## config.mk

```make
export PLATFORM = sky130hd
export DESIGN_NAME = cubic_bezier_adaptive_segmenter
export DESIGN_NICKNAME = d
export VERILOG_FILES = /design/src/cbas_pkg.sv /design/src/cbas_datapath.sv /design/src/cbas_ctrl.sv /design/src/cubic_bezier_adaptive_segmenter.sv
export VERILOG_INCLUDE_DIRS = /design/src /design/src/src
export SDC_FILE = /design/constraint.sdc
export NUM_CORES = 2
export LEC_CHECK = 0
export BUFFER_PORTS_ARGS = -buffer_cell sky130_fd_sc_hd__buf_4
export CAP_MARGIN = 25
export CORE_MARGIN = 3
export CORE_UTILIZATION = 60
export DETAILED_ROUTE_END_ITERATION = 16
export PLACE_DENSITY = 0.77
export SLEW_MARGIN = 20
export SYNTH_ARGS = -nofsm -noshare
export SYNTH_HDL_FRONTEND = slang
export SYNTH_SLANG_ARGS = --single-unit
```

## constraint.sdc

```tcl
create_clock -name clk_i -period 11.85 [get_ports clk_i]
set_input_delay 0.5925 -clock clk_i [delete_from_list [all_inputs] [get_ports clk_i]]
set_output_delay 0.5925 -clock clk_i [all_outputs]
set_load 0.01 [all_outputs]
```

## src/assert_macros.svh

```systemverilog
// assertion helpers for the rtl, used by cbas_datapath
`ifndef ASSERT_MACROS_SVH
`define ASSERT_MACROS_SVH

// property checked on every clock edge outside reset
`define ASSERT_CLK(lbl, prop, msg) \
  lbl: assert property (@(posedge clk_i) disable iff (!rst_ni) (prop)) else $error(msg);

// implication with the consequent checked in the next cycle
`define ASSERT_NEXT(lbl, ante, cons, msg) \
  lbl: assert property (@(posedge clk_i) disable iff (!rst_ni) (ante) |=> (cons)) \
    else $error(msg);

`endif

```

## src/cbas_pkg.sv

```systemverilog
`timescale 1ns / 1ps
package cbas_pkg;

  localparam int unsigned T_W       = 17;
  localparam int unsigned C_W       = 32;
  localparam int unsigned CFG_N     = 8;
  localparam int unsigned CFG_IDX_W = 3;

  localparam logic [T_W-1:0] T_ONE      = 17'd65536;
  localparam logic [T_W-1:0] STEP_FLOOR = 17'd131;
  localparam logic [T_W-1:0] STEP_CEIL  = 17'd6554;
  localparam logic [34:0]    SIGMA      = 35'd6554;

  // register indexes
  localparam logic [CFG_IDX_W-1:0] REG_START_X = 3'd0;
  localparam logic [CFG_IDX_W-1:0] REG_START_Y = 3'd1;
  localparam logic [CFG_IDX_W-1:0] REG_CTRL1_X = 3'd2;
  localparam logic [CFG_IDX_W-1:0] REG_CTRL1_Y = 3'd3;
  localparam logic [CFG_IDX_W-1:0] REG_CTRL2_X = 3'd4;
  localparam logic [CFG_IDX_W-1:0] REG_CTRL2_Y = 3'd5;
  localparam logic [CFG_IDX_W-1:0] REG_END_X   = 3'd6;
  localparam logic [CFG_IDX_W-1:0] REG_END_Y   = 3'd7;

  typedef struct packed {
    logic restart;
    logic set_first;
    logic set_half;
    logic set_dbl;
    logic run;
    logic take;
    logic test_sum;
    logic test_abs;
    logic mode_dbl;
    logic commit;
    logic none;
  } cmd_t;

  typedef struct packed {
    logic done_cond;
    logic small_step;
    logic big_step;
    logic dbl_over;
    logic straight;
    logic eval_done;
    logic out_free;
  } sts_t;

endpackage

```

## src/cbas_datapath.sv

```systemverilog
`timescale 1ns / 1ps
`include "assert_macros.svh"
module cbas_datapath (
  input  logic                             clk_i,
  input  logic                             rst_ni,
  input  logic                             cfg_we_i,
  input  logic [cbas_pkg::CFG_IDX_W-1:0]   cfg_idx_i,
  input  logic [cbas_pkg::C_W-1:0]         cfg_wdata_i,
  input  cbas_pkg::cmd_t                   cmd_i,
  output cbas_pkg::sts_t                   sts_o,
  input  logic                             out_stall_i,
  output logic                             out_valid_o,
  output logic signed [cbas_pkg::C_W-1:0]  point_x_o,
  output logic signed [cbas_pkg::C_W-1:0]  point_y_o,
  output logic [cbas_pkg::T_W-1:0]         t_reached_o,
  output logic                             last_o,
  output logic                             no_segment_o
);
  import cbas_pkg::*;

  logic signed [C_W-1:0] cfg_q [CFG_N];
  logic [T_W-1:0] t_now_q, step_q, nt_q, ct_q;
  logic signed [C_W-1:0] prev_x_q, prev_y_q, nx_q, ny_q, cx_q, cy_q;
  logic fin_q;

  // config registers
  always_ff @(posedge clk_i or negedge rst_ni) begin
    if (!rst_ni) begin
      for (int i = 0; i < CFG_N; i++) cfg_q[i] <= '0;
    end else if (cfg_we_i) begin
      cfg_q[cfg_idx_i] <= cfg_wdata_i;
    end
  end

  // step arithmetic
  logic [T_W-1:0] span, first_nt, step_eff;
  logic [T_W:0]   first_sum, half_sum, dbl_sum;
  assign span      = nt_q - t_now_q;
  assign step_eff  = (step_q == '0) ? T_W'(1) : step_q;
  assign first_sum = {1'b0, t_now_q} + {1'b0, step_eff};
  assign first_nt  = (first_sum > {1'b0, T_ONE}) ? T_ONE : first_sum[T_W-1:0];
  assign half_sum  = {1'b0, t_now_q} + {1'b0, nt_q};
  assign dbl_sum   = {1'b0, t_now_q} + {span, 1'b0};

  // shared blend unit: one multiply then one round and add per blend
  logic       ax_q, ph_q, done_q;
  logic [2:0] k_q;
  logic signed [C_W-1:0] v_q [5];
  logic signed [C_W-1:0] base_q, op_a, op_b, p0, p1, p2, p3, blend_res;
  logic signed [C_W:0]   diff;
  logic signed [50:0]    prod_q, rnd_sum;
  logic                  ev_last;

  assign p0 = ax_q ? cfg_q[REG_START_Y] : cfg_q[REG_START_X];
  assign p1 = ax_q ? cfg_q[REG_CTRL1_Y] : cfg_q[REG_CTRL1_X];
  assign p2 = ax_q ? cfg_q[REG_CTRL2_Y] : cfg_q[REG_CTRL2_X];
  assign p3 = ax_q ? cfg_q[REG_END_Y]   : cfg_q[REG_END_X];

  always_comb begin
    case (k_q)
      3'd0:    begin op_a = p0;     op_b = p1;     end
      3'd1:    begin op_a = p1;     op_b = p2;     end
      3'd2:    begin op_a = p2;     op_b = p3;     end
      3'd3:    begin op_a = v_q[0]; op_b = v_q[1]; end
      3'd4:    begin op_a = v_q[1]; op_b = v_q[2]; end
      default: begin op_a = v_q[3]; op_b = v_q[4]; end
    endcase
  end

  assign diff      = {op_b[C_W-1], op_b} - {op_a[C_W-1], op_a};
  assign rnd_sum   = prod_q + 51'sd32768;
  assign blend_res = base_q + rnd_sum[47:16];
  assign ev_last   = ax_q && (k_q == 3'd5) && ph_q;

  // blend sequencer
  always_ff @(posedge clk_i or negedge rst_ni) begin
    if (!rst_ni) begin
      ax_q <= 1'b0; ph_q <= 1'b0; k_q <= '0; done_q <= 1'b0;
    end else if (!cmd_i.run) begin
      ax_q <= 1'b0; ph_q <= 1'b0; k_q <= '0; done_q <= 1'b0;
    end else begin
      done_q <= ev_last;
      ph_q   <= ~ph_q;
      if (ph_q) begin
        if (k_q == 3'd5) begin
          k_q  <= '0;
          ax_q <= ~ax_q;
        end else begin
          k_q <= k_q + 3'd1;
        end
      end
    end
  end

  // blend operands and results
  always_ff @(posedge clk_i) begin
    if (cmd_i.run && !ph_q) begin
      prod_q <= 51'(diff * $signed({1'b0, ct_q}));
      base_q <= op_a;
    end
    if (cmd_i.run && ph_q) begin
      if (k_q != 3'd5) v_q[k_q] <= blend_res;
      else if (ax_q) cy_q <= blend_res;
      else cx_q <= blend_res;
    end
  end

  // flatness test: a registered sum, then a registered absolute deviation
  logic signed [C_W-1:0] mx, my, qx, qy;
  logic signed [C_W:0]   sx_q, sy_q;
  logic signed [C_W+1:0] dx, dy;
  logic [C_W+1:0]        absx_q, absy_q;
  assign mx = cmd_i.mode_dbl ? nx_q : cx_q;
  assign my = cmd_i.mode_dbl ? ny_q : cy_q;
  assign qx = cmd_i.mode_dbl ? cx_q : nx_q;
  assign qy = cmd_i.mode_dbl ? cy_q : ny_q;
  assign dx = {{2{mx[C_W-1]}}, mx} - {{2{sx_q[C_W]}}, sx_q[C_W:1]};
  assign dy = {{2{my[C_W-1]}}, my} - {{2{sy_q[C_W]}}, sy_q[C_W:1]};

  always_ff @(posedge clk_i) begin
    if (cmd_i.test_sum) begin
      sx_q <= {prev_x_q[C_W-1], prev_x_q} + {qx[C_W-1], qx};
      sy_q <= {prev_y_q[C_W-1], prev_y_q} + {qy[C_W-1], qy};
    end
    if (cmd_i.test_abs) begin
      absx_q <= dx[C_W+1] ? (C_W+2)'(0) - dx : dx;
      absy_q <= dy[C_W+1] ? (C_W+2)'(0) - dy : dy;
    end
  end

  // segment state
  always_ff @(posedge clk_i or negedge rst_ni) begin
    if (!rst_ni) begin
      t_now_q  <= '0;
      step_q   <= STEP_CEIL;
      prev_x_q <= '0;
      prev_y_q <= '0;
      fin_q    <= 1'b1;
    end else if (cmd_i.restart) begin
      t_now_q  <= '0;
      step_q   <= STEP_CEIL;
      prev_x_q <= cfg_q[REG_START_X];
      prev_y_q <= cfg_q[REG_START_Y];
      fin_q    <= 1'b0;
    end else if (cmd_i.commit) begin
      t_now_q  <= nt_q;
      step_q   <= span;
      prev_x_q <= nx_q;
      prev_y_q <= ny_q;
      fin_q    <= (nt_q >= T_ONE);
    end else if (cmd_i.none) begin
      fin_q    <= 1'b1;
    end
  end

  // trial point
  always_ff @(posedge clk_i) begin
    if (cmd_i.set_first) begin
      nt_q <= first_nt;
      ct_q <= first_nt;
    end else if (cmd_i.set_half) begin
      ct_q <= half_sum[T_W:1];
    end else if (cmd_i.set_dbl) begin
      ct_q <= dbl_sum[T_W-1:0];
    end
    if (cmd_i.take) begin
      nt_q <= ct_q;
      nx_q <= cx_q;
      ny_q <= cy_q;
    end
  end

  // output register
  logic out_valid_q, ld_out;
  assign ld_out = cmd_i.commit || cmd_i.none;
  always_ff @(posedge clk_i or negedge rst_ni) begin
    if (!rst_ni) out_valid_q <= 1'b0;
    else if (ld_out) out_valid_q <= 1'b1;
    else if (!out_stall_i) out_valid_q <= 1'b0;
  end

  always_ff @(posedge clk_i) begin
    if (cmd_i.commit) begin
      point_x_o    <= nx_q;
      point_y_o    <= ny_q;
      t_reached_o  <= nt_q;
      last_o       <= (nt_q >= T_ONE);
      no_segment_o <= 1'b0;
    end else if (cmd_i.none) begin
      point_x_o    <= cfg_q[REG_END_X];
      point_y_o    <= cfg_q[REG_END_Y];
      t_reached_o  <= T_ONE;
      last_o       <= 1'b0;
      no_segment_o <= 1'b1;
    end
  end

  assign out_valid_o = out_valid_q;

  // status
  assign sts_o.done_cond  = fin_q || (t_now_q >= T_ONE);
  assign sts_o.small_step = span < STEP_FLOOR;
  assign sts_o.big_step   = span > STEP_CEIL;
  assign sts_o.dbl_over   = dbl_sum >= {1'b0, T_ONE};
  assign sts_o.straight   = ({1'b0, absx_q} + {1'b0, absy_q}) <= SIGMA;
  assign sts_o.eval_done  = done_q;
  assign sts_o.out_free   = !out_valid_q || !out_stall_i;

  `ASSERT_CLK(a_no_overwrite, !(ld_out && out_valid_q && out_stall_i), "result overwritten")
  `ASSERT_NEXT(a_t_bound, cmd_i.commit, t_now_q <= T_ONE, "t beyond one")
  `ASSERT_CLK(a_done_run, !done_q || cmd_i.run, "eval done without run")

endmodule

```

## src/cbas_ctrl.sv

```systemverilog
`timescale 1ns / 1ps
module cbas_ctrl (
  input  logic           clk_i,
  input  logic           rst_ni,
  input  logic           in_valid_i,
  input  logic           restart_i,
  output logic           in_stall_o,
  input  cbas_pkg::sts_t sts_i,
  output cbas_pkg::cmd_t cmd_o
);
  import cbas_pkg::*;

  typedef enum logic [15:0] {
    S_IDLE   = 16'h0001,
    S_CHECK  = 16'h0002,
    S_EVN    = 16'h0004,
    S_HTEST  = 16'h0008,
    S_EVH    = 16'h0010,
    S_HSUM   = 16'h0020,
    S_HABS   = 16'h0040,
    S_HDEC   = 16'h0080,
    S_DTEST  = 16'h0100,
    S_EVD    = 16'h0200,
    S_DSUM   = 16'h0400,
    S_DABS   = 16'h0800,
    S_DDEC   = 16'h1000,
    S_COMMIT = 16'h2000,
    S_NONE   = 16'h4000,
    S_SPARE  = 16'h8000
  } state_e;

  state_e state_q, state_d;
  logic   reduced_q, reduced_d;

  assign in_stall_o = (state_q != S_IDLE);

  always_comb begin
    state_d   = state_q;
    reduced_d = reduced_q;
    cmd_o     = '0;
    case (state_q)
      S_IDLE: begin
        if (in_valid_i) begin
          cmd_o.restart = restart_i;
          state_d = S_CHECK;
        end
      end
      S_CHECK: begin
        reduced_d = 1'b0;
        if (sts_i.done_cond) begin
          state_d = S_NONE;
        end else begin
          cmd_o.set_first = 1'b1;
          state_d = S_EVN;
        end
      end
      S_EVN: begin
        cmd_o.run = 1'b1;
        if (sts_i.eval_done) begin
          cmd_o.take = 1'b1;
          state_d = S_HTEST;
        end
      end
      // halving trials
      S_HTEST: begin
        if (sts_i.small_step) begin
          state_d = reduced_q ? S_COMMIT : S_DTEST;
        end else begin
          cmd_o.set_half = 1'b1;
          state_d = S_EVH;
        end
      end
      S_EVH: begin
        cmd_o.run = 1'b1;
        if (sts_i.eval_done) state_d = S_HSUM;
      end
      S_HSUM: begin
        cmd_o.test_sum = 1'b1;
        state_d = S_HABS;
      end
      S_HABS: begin
        cmd_o.test_abs = 1'b1;
        state_d = S_HDEC;
      end
      S_HDEC: begin
        if (sts_i.straight) begin
          state_d = reduced_q ? S_COMMIT : S_DTEST;
        end else begin
          cmd_o.take = 1'b1;
          reduced_d  = 1'b1;
          state_d    = S_HTEST;
        end
      end
      // doubling trials
      S_DTEST: begin
        if (sts_i.big_step || sts_i.dbl_over) begin
          state_d = S_COMMIT;
        end else begin
          cmd_o.set_dbl = 1'b1;
          state_d = S_EVD;
        end
      end
      S_EVD: begin
        cmd_o.run = 1'b1;
        if (sts_i.eval_done) state_d = S_DSUM;
      end
      S_DSUM: begin
        cmd_o.mode_dbl = 1'b1;
        cmd_o.test_sum = 1'b1;
        state_d = S_DABS;
      end
      S_DABS: begin
        cmd_o.mode_dbl = 1'b1;
        cmd_o.test_abs = 1'b1;
        state_d = S_DDEC;
      end
      S_DDEC: begin
        if (sts_i.straight) begin
          cmd_o.take = 1'b1;
          state_d = S_DTEST;
        end else begin
          state_d = S_COMMIT;
        end
      end
      S_COMMIT: begin
        if (sts_i.out_free) begin
          cmd_o.commit = 1'b1;
          state_d = S_IDLE;
        end
      end
      S_NONE: begin
        if (sts_i.out_free) begin
          cmd_o.none = 1'b1;
          state_d = S_IDLE;
        end
      end
      default: state_d = S_IDLE;
    endcase
  end

  always_ff @(posedge clk_i or negedge rst_ni) begin
    if (!rst_ni) begin
      state_q   <= S_IDLE;
      reduced_q <= 1'b0;
    end else begin
      state_q   <= state_d;
      reduced_q <= reduced_d;
    end
  end

endmodule

```

## src/cubic_bezier_adaptive_segmenter.sv

```systemverilog
`timescale 1ns / 1ps
// Cubic Bezier flattener: each input beat asks for the next segment end point.
// Input channel: in_valid_i / in_stall_o with restart_i; restart 1 starts the
// curve at t zero from the configured start point.
// Output channel: out_valid_o / out_stall_i with point, t_reached, last and
// no_segment; one result beat per input beat, in order.
// Config: cfg_we_i writes cfg_wdata_i to register cfg_idx_i (start, ctrl1,
// ctrl2, end, x then y); the user must write them only while the block is idle,
// which the block itself does not enforce.
// A finished curve goes from the check state to the load; a segment evaluates
// the first curve point, then each halving or doubling trial a point and its
// tests, then the load; the shared 33x18 multiplier does a point's 12 blends.
// One item is in work at a time; in_stall_o is high until its result has
// been loaded into the output register.
// When the receiver stalls, the result holds in the output register and the
// block still takes the next item, waiting only before loading its result.
// Reset: config registers, t and position zero, no curve active (a request without
// restart returns no_segment), step back to its maximum, output empty.
module cubic_bezier_adaptive_segmenter (
  input  logic                             clk_i,
  input  logic                             rst_ni,
  input  logic                             cfg_we_i,
  input  logic [cbas_pkg::CFG_IDX_W-1:0]   cfg_idx_i,
  input  logic [cbas_pkg::C_W-1:0]         cfg_wdata_i,
  input  logic                             in_valid_i,
  output logic                             in_stall_o,
  input  logic                             restart_i,
  output logic                             out_valid_o,
  input  logic                             out_stall_i,
  output logic signed [cbas_pkg::C_W-1:0]  point_x_o,
  output logic signed [cbas_pkg::C_W-1:0]  point_y_o,
  output logic [cbas_pkg::T_W-1:0]         t_reached_o,
  output logic                             last_o,
  output logic                             no_segment_o
);
  import cbas_pkg::*;

  cmd_t cmd;
  sts_t sts;

  cbas_ctrl u_ctrl (
    .clk_i      (clk_i),
    .rst_ni     (rst_ni),
    .in_valid_i (in_valid_i),
    .restart_i  (restart_i),
    .in_stall_o (in_stall_o),
    .sts_i      (sts),
    .cmd_o      (cmd)
  );

  cbas_datapath u_dp (
    .clk_i        (clk_i),
    .rst_ni       (rst_ni),
    .cfg_we_i     (cfg_we_i),
    .cfg_idx_i    (cfg_idx_i),
    .cfg_wdata_i  (cfg_wdata_i),
    .cmd_i        (cmd),
    .sts_o        (sts),
    .out_stall_i  (out_stall_i),
    .out_valid_o  (out_valid_o),
    .point_x_o    (point_x_o),
    .point_y_o    (point_y_o),
    .t_reached_o  (t_reached_o),
    .last_o       (last_o),
    .no_segment_o (no_segment_o)
  );

endmodule
```

[Word level (Yosys, flattened, before mapping)]
Memories as Yosys holds them, arrays and structs flattened.
Cells that the tools add are included.
Storage, ports and cells
  register bits: 838
  bits in writable memories: 160
  word-level logic and storage cells: 217
  memories kept: 1
Operators by class
  add/subtract/negate cells: 15
  $mul: 1
  magnitude comparators: 9
  equality and inequality tests: 31
  muxes and demuxes: 87
  bitwise operators: 4
  reduce and logical (&&, ||, !) cells: 30
Memory list
  u_dp.v_q: depth 5, width 32, rd ports 5, clocked after memory_dff 0, write ports 1, line cbas_datapath.sv:48  | logic signed [C_W-1:0] v_q [5];
Operator list (count)
  32-bit 2-to-1 mux: 17
  32-bit case mux with 5 select lines: 2
  256-bit bitwise mux: 1
  16-bit case mux with 14 select lines: 1
  17-bit 2-to-1 mux: 13
  16-bit 2-to-1 mux: 7
  32-bit by 32-bit subtractor with 33-bit output: 3
  32-bit demux with 3-bit select: 1
  1-bit by 33-bit subtractor with 34-bit output (first input constant): 2
  32-bit by 32-bit adder with 33-bit output: 2
  33-bit 2-to-1 mux: 2
  48-bit by 17-bit adder with 48-bit output (second input constant): 1
  33-bit by 18-bit multiplier with 48-bit output: 1
  14-bit 2-to-1 mux: 3
  17-bit by 17-bit adder with 18-bit output: 2
  34-bit by 34-bit adder with 35-bit output: 1
  35-bit by 13-bit less-or-equal comparator with 1-bit output (second input constant): 1
  17-bit >= comparator (second input constant): 2
  1-bit 2-to-1 mux: 34
  32-bit adder: 1
  17-bit by 18-bit adder with 18-bit output: 1
  18-bit by 17-bit >= comparator with 1-bit output (second input constant): 1
  18-bit by 17-bit > comparator with 1-bit output (second input constant): 1
  17-bit by 13-bit > comparator with 1-bit output (second input constant): 1
  other kinds (45): 76

[Depth between registers and ports, before layout]
  depth after elaboration: 9
  gate-level depth with buffers: 48

[Cells and area by module]
Synthesis repeated with hierarchy kept, for this count alone.
Unflattened totals
  cells, all modules: 7105
  area, all modules: 74789.2 um^2
By module, submodules not included
  cbas_datapath: instances 1, cells an instance 6974, area an instance 73621.9 um^2, seq. area each 27136.0 um^2
  cbas_ctrl: instances 1, cells an instance 131, area an instance 1167.4 um^2, seq. area each 401.6 um^2

[Least setup slack after synthesis]
No wires, ideal clock.
  kind: reg2reg
  start point: reg u_dp.k_q[0]
  end point: reg u_dp.prod_q[35] (data pin)
  library setup time: 0.258 ns
  data arrival time: 10.266 ns
  required time: 11.592 ns
  path slack: 1.326 ns
  stages on the path, launching flop included: 43
  clock period less this slack: 10.524 ns
  cells stage by stage: dfrtp_1 -> clkbuf_1 -> and2_1 -> ha_1 -> a21o_1 -> clkbuf_1 -> buf_1 -> buf_1 -> a31oi_1 -> ha_1 -> fa_1 -> nor2b_1 -> o21ai_0 -> a21boi_0 -> o21bai_1 -> a21boi_0 -> nand3_1 -> nand2_1 -> [... 7 more ...] -> fa_1 -> fa_1 -> inv_1 -> fa_1 -> inv_1 -> fa_1 -> inv_1 -> ha_1 -> nand3_1 -> a2111oi_0 -> o31ai_1 -> a21boi_0 -> o21a_1 -> or4_1 -> a31oi_1 -> o31ai_1 -> a21oi_1 -> xnor2_1
Between the ends
  longest elaborated chain between the ends: 4
  elaborated cells between the ends (all ways): 9
  classes of those cells: add/sub: 1; mul: 1; eq/ne: 4; mux: 2; reduce/logical: 1
RTL lines
  start: declaration: line cbas_datapath.sv:47  | logic [2:0] k_q;
  start signal: assignment: line cbas_datapath.sv:89  | k_q <= k_q + 3'd1;
  3-bit equality test, or another cell as far along: line cbas_datapath.sv:60  | case (k_q)
  32-bit case mux with 5 select lines (*): line cbas_datapath.sv:60
  net u_dp.op_a[0]: line cbas_datapath.sv:49  | logic signed [C_W-1:0] base_q, op_a, op_b, p0, p1, p2, p3, blend_res;
  32-bit by 32-bit subtractor with 33-bit output (*): line cbas_datapath.sv:70  | assign diff = {op_b[C_W-1], op_b} - {op_a[C_W-1], op_a};
  33-bit by 18-bit multiplier with 48-bit output (*): line cbas_datapath.sv:98  | prod_q <= 51'(diff * $signed({1'b0, ct_q}));
  end signal: assignment: line cbas_datapath.sv:98
  end: declaration: line cbas_datapath.sv:51  | logic signed [50:0] prod_q, rnd_sum;
The timed path passes the listed nets; every way through them passes the cells marked *.
A chain may end at the register's enable or synchronous reset.

[Worst setup path in the final report]
  start point: reg u_dp.k_q[2]
  end point: reg u_dp.prod_q[45] (data pin)
Between the ends
  longest elaborated chain between the ends: 4
  elaborated cells between the ends (all ways): 9
  classes of those cells: add/sub: 1; mul: 1; eq/ne: 4; mux: 2; reduce/logical: 1
RTL lines (line)
  3-bit equality test, or another cell as far along: cbas_datapath.sv:60
  32-bit case mux with 5 select lines: cbas_datapath.sv:60
  32-bit by 32-bit subtractor with 33-bit output (*): cbas_datapath.sv:70
  33-bit by 18-bit multiplier with 48-bit output (*): cbas_datapath.sv:98
Every way passes the cells marked *; elsewhere a longest branch is shown, timed or not.

==> metrics.txt <==
# TYPE chip_impl_metric gauge
chip_impl_metric{name="max_slew_margin",unit=""} 0.205
chip_impl_metric{name="total_iterations_of_the_first_detailed_routing_run",unit=""} 9
chip_impl_metric{name="final_report_setup_violation_count",unit=""} 0
chip_impl_metric{name="synth_async_sr_flop_share",unit=""} 0.386
chip_impl_metric{name="synthCells",unit=""} 7258
chip_impl_info{name="yosysTopAreaCell",value="edfxtp_1"} 1
chip_impl_metric{name="hold_violations",unit=""} 0
chip_impl_info{name="hp-class",value="primary input to flop"} 1
chip_impl_metric{name="grt_pass1_vias",unit=""} 54903
chip_impl_metric{name="worstPathBufferInverterCount",unit=""} 6
chip_impl_metric{name="timing.final.crit_period",unit="ns"} 11.30
chip_impl_metric{name="setup_tns",unit="ns"} 0
chip_impl_metric{name="drt_first_iter_violations",unit=""} 5571
chip_impl_info{name="rsz0062_at_grt",value="false"} 1
chip_impl_metric{name="timing.reg2reg.worst_path_depth",unit=""} 38
chip_impl_metric{name="cts-buffers-inserted",unit=""} 101
chip_impl_metric{name="synth_enable_flop_cells",unit=""} 601
chip_impl_metric{name="slew_violations",unit=""} 0
chip_impl_metric{name="grt_antenna_before_repair",unit=""} 20
chip_impl_metric{name="timing.critical_path.required",unit="ns"} 12.26
chip_impl_metric{name="fp.dieH",unit="um"} 359
chip_impl_metric{name="ys.warnings.count",unit=""} 0
chip_impl_metric{name="number_of_logic_stages_on_the_critical_path_including_buffering",unit=""} 38
chip_impl_metric{name="clk_transition_reported_paths",unit="ns"} 0.06
chip_impl_metric{name="design.final.nets",unit=""} 8299
chip_impl_metric{name="grt_start_max_net_pins",unit=""} 176
chip_impl_metric{name="crit_path_arrival_time",unit="ns"} 11.71
chip_impl_metric{name="route.vias.total",unit=""} 55697
chip_impl_metric{name="maxCapViolations",unit=""} 0
chip_impl_metric{name="timing.clock.skew",unit="ns"} 0.0684
chip_impl_metric{name="layout_cells_sized_above_1",unit=""} 0.132
chip_impl_metric{name="die_area",unit="um^2"} 129000
chip_impl_metric{name="post_synth_num_cell_types",unit=""} 99
chip_impl_metric{name="synth.ff_latch_count",unit=""} 980
chip_impl_metric{name="cts_htree_levels",unit=""} 3
chip_impl_metric{name="grt_first_pass_wirelength",unit="um"} 322000
chip_impl_metric{name="area.growth.synth_to_final",unit="%"} 8.93
chip_impl_metric{name="global_route.usage.total",unit=""} 0.328
chip_impl_metric{name="fp.dieW",unit="um"} 359
chip_impl_info{name="most-common-layout-cells",value="inv_1 (865), nand2_1 (813), edfxtp_1 (601), fa_1 (525), nor2_1 (451)"} 1
chip_impl_metric{name="fillCellCount",unit=""} 9330
chip_impl_metric{name="routabilityCongestion",unit=""} 0.971
chip_impl_metric{name="synth_xor_xnor_area_share",unit=""} 0.0420
chip_impl_metric{name="compound_gate_fraction_of_synth_area",unit=""} 0.106
chip_impl_info{name="tritoncts_clock_tree",value="done"} 1
chip_impl_metric{name="post-route-period-util",unit=""} 0.954
chip_impl_metric{name="core_area",unit="um^2"} 123000
chip_impl_metric{name="drtAntennaViolNets",unit=""} 0
chip_impl_info{name="synth.area.top_cells",value="edfxtp_1 (24%), fa_1 (14%), dfrtp_1 (12%)"} 1
chip_impl_metric{name="hpwlAfterDp",unit="um"} 159000
chip_impl_info{name="outcome",value="complete, no violations"} 1
chip_impl_info{name="cell_chosen_for_the_clock_root",value="clkbuf_16"} 1
chip_impl_metric{name="synth-seq-area-share",unit=""} 0.369
chip_impl_metric{name="yosys.area_share.simple",unit=""} 0.134
chip_impl_info{name="synth_top_family_by_area",value="adder cells"} 1
chip_impl_metric{name="place.port_buffers",unit=""} 125
chip_impl_metric{name="routed_via_density",unit=""} 6.15
chip_impl_info{name="crit_top_cell",value="fa_1"} 1
chip_impl_metric{name="synth.mux.area_fraction",unit=""} 0.0802
chip_impl_metric{name="setup.reg_to_reg.worst_slack",unit="ns"} 0.55
chip_impl_metric{name="cts-root-to-sink-buffers",unit=""} 3
chip_impl_info{name="ys.flop_type",value="edfxtp_1"} 1
chip_impl_info{name="critical_path.slowest_cell",value="a2111oi_0"} 1
chip_impl_metric{name="design.portCount",unit=""} 126
chip_impl_metric{name="postRouteWirelength",unit="um"} 211000
chip_impl_metric{name="synth_fa_ha_area_frac",unit=""} 0.209
chip_impl_info{name="crit_path_start_kind",value="flop"} 1
chip_impl_metric{name="timing.critical_path.slowest_cell_delay",unit="ns"} 0.83
chip_impl_info{name="mostFrequentLayoutCell",value="inv_1"} 1
chip_impl_metric{name="initial_core_utilization",unit=""} 0.609
chip_impl_metric{name="grt_remaining_overflow",unit=""} 0
chip_impl_metric{name="worst-path-max-fanout",unit=""} 36
chip_impl_info{name="timing.setup.critical_path_class",value="flop to flop"} 1
chip_impl_metric{name="post-synth-top-area-fraction",unit=""} 0.242
chip_impl_metric{name="cell_area_after_technology_mapping",unit="um^2"} 74600
chip_impl_info{name="worstSetupEndpointType",value="flop"} 1
chip_impl_metric{name="drcViolationCount",unit=""} 0
chip_impl_metric{name="std_cell_rows",unit=""} 128
chip_impl_info{name="cp_top_family",value="compound AO/OA/AOI/OAI gates"} 1
chip_impl_metric{name="worst_skew_pair.late_latency",unit="ns"} 0.72
chip_impl_metric{name="fmax",unit="GHz"} 0.0885
chip_impl_metric{name="synth.avg_cell_area",unit="um^2"} 10.3
chip_impl_metric{name="cts_num_sinks",unit=""} 980
chip_impl_metric{name="whs_path_depth",unit=""} 2
chip_impl_metric{name="worstMarginPinSlew",unit="ns"} 1.18
chip_impl_metric{name="detail_route.wl_per_cell",unit="um"} 23.3
[logic make-up (layout without fill, tap and decap cells)]
logic type | count (synthesis) | after routing
xor gates and xnor gates | 358 | 358
buffers and inverters | 1170 | 1330
AOI/OAI and AO/OA | 1171 | 1171
other | 1 | 15
muxes | 544 | 544
adders and majority gates | 928 | 928
DFF | 980 | 980
and+or+nand+nor | 2106 | 2106
[metrics by stage]
stage                     hold WS [ns]  utilization  area [um^2]  cells  setup WS [ns]
after global routing             0.181        0.663        81200   9048         0.0104
final                            0.191        0.663        81200   9057          0.548
after detailed placement         0.454        0.634        77600   8844          0.320
after CTS                        0.143        0.662        81100   9037          0.231
after global placement           0.449        0.633        77500   8837          0.616
after floorplan                  0.297            -        74600   7259           1.33
[Yosys cell counts (24+ instances only)]
cell type	number
ha_1	403
a21o_1	118
nand2_1	814
edfxtp_1	601
fa_1	525
and3_1	39
dfrtp_1	369
nor2b_1	72
o21ai_0	191
buf_1	24
o21bai_1	39
a2111oi_0	65
nand4_1	40
mux2_2	396
o31ai_1	33
nand3_1	84
nor2_1	458
o21a_1	56
inv_1	866
clkbuf_1	268
nor3_1	76
a31oi_1	105
or2_2	55
and2_1	288
nand2b_1	56
o221ai_1	56
mux2i_1	140
a21oi_1	277
xor2_1	109
xnor2_1	249
[what timing repair did]
item | in CTS | in global routing
setup buffers | 0 | 2
gates resized for setup | 0 | 8
setup endpoints to repair | 0 | 12
hold endpoints to repair | 62 | 0
hold buffers | 1 | 0
[layout make-up]
class	instances	area, um^2	share of cell area
Tap cell	1625	2030	0.0250
Sequential cell	980	27500	0.339
Antenna cell	13	32.5	0.000400
Inverter	866	3250	0.0400
Clock inverter	55	613	0.00755
Multi-Input combinational cell	5109	42800	0.527
Timing Repair Buffer	272	2130	0.0262
Clock buffer	137	2850	0.0350
[sequential cells by signal (all words and copies together), names as in the netlist, 33 cells and up]
register     flops
u_dp.absx_q     34
u_dp.cfg_q     256
u_dp.absy_q     34
u_dp.v_q       160
u_dp.prod_q     33
[worst paths after layout]
check | from | endpoint
max in group asynchronous | rst_ni | u_dp.t_now_q[9]
worst min register to register | u_dp.cy_q[22] | u_dp.ny_q[22]
worst max-delay path | u_dp.k_q[2] | u_dp.prod_q[45]
worst min-delay path | cfg_wdata_i[23] | u_dp.cfg_q[87]
worst max register to register | u_dp.k_q[2] | u_dp.prod_q[45]
min in group asynchronous | rst_ni | u_dp.prev_x_q[9]
[routing by layer]
metal / part of all wire / vias up / GRT usage
li1: - / 24925 / -
met1: 0.41 / 27735 / 0.458
met2: 0.45 / 2571 / 0.511
met3: 0.098 / 462 / 0.0695
met4: 0.039 / 4 / 0.119
met5: 0.00014 / - / 0
Power is not shown: default switching activity piles up to over one toggle a cycle in this logic, so the estimate is an artifact.
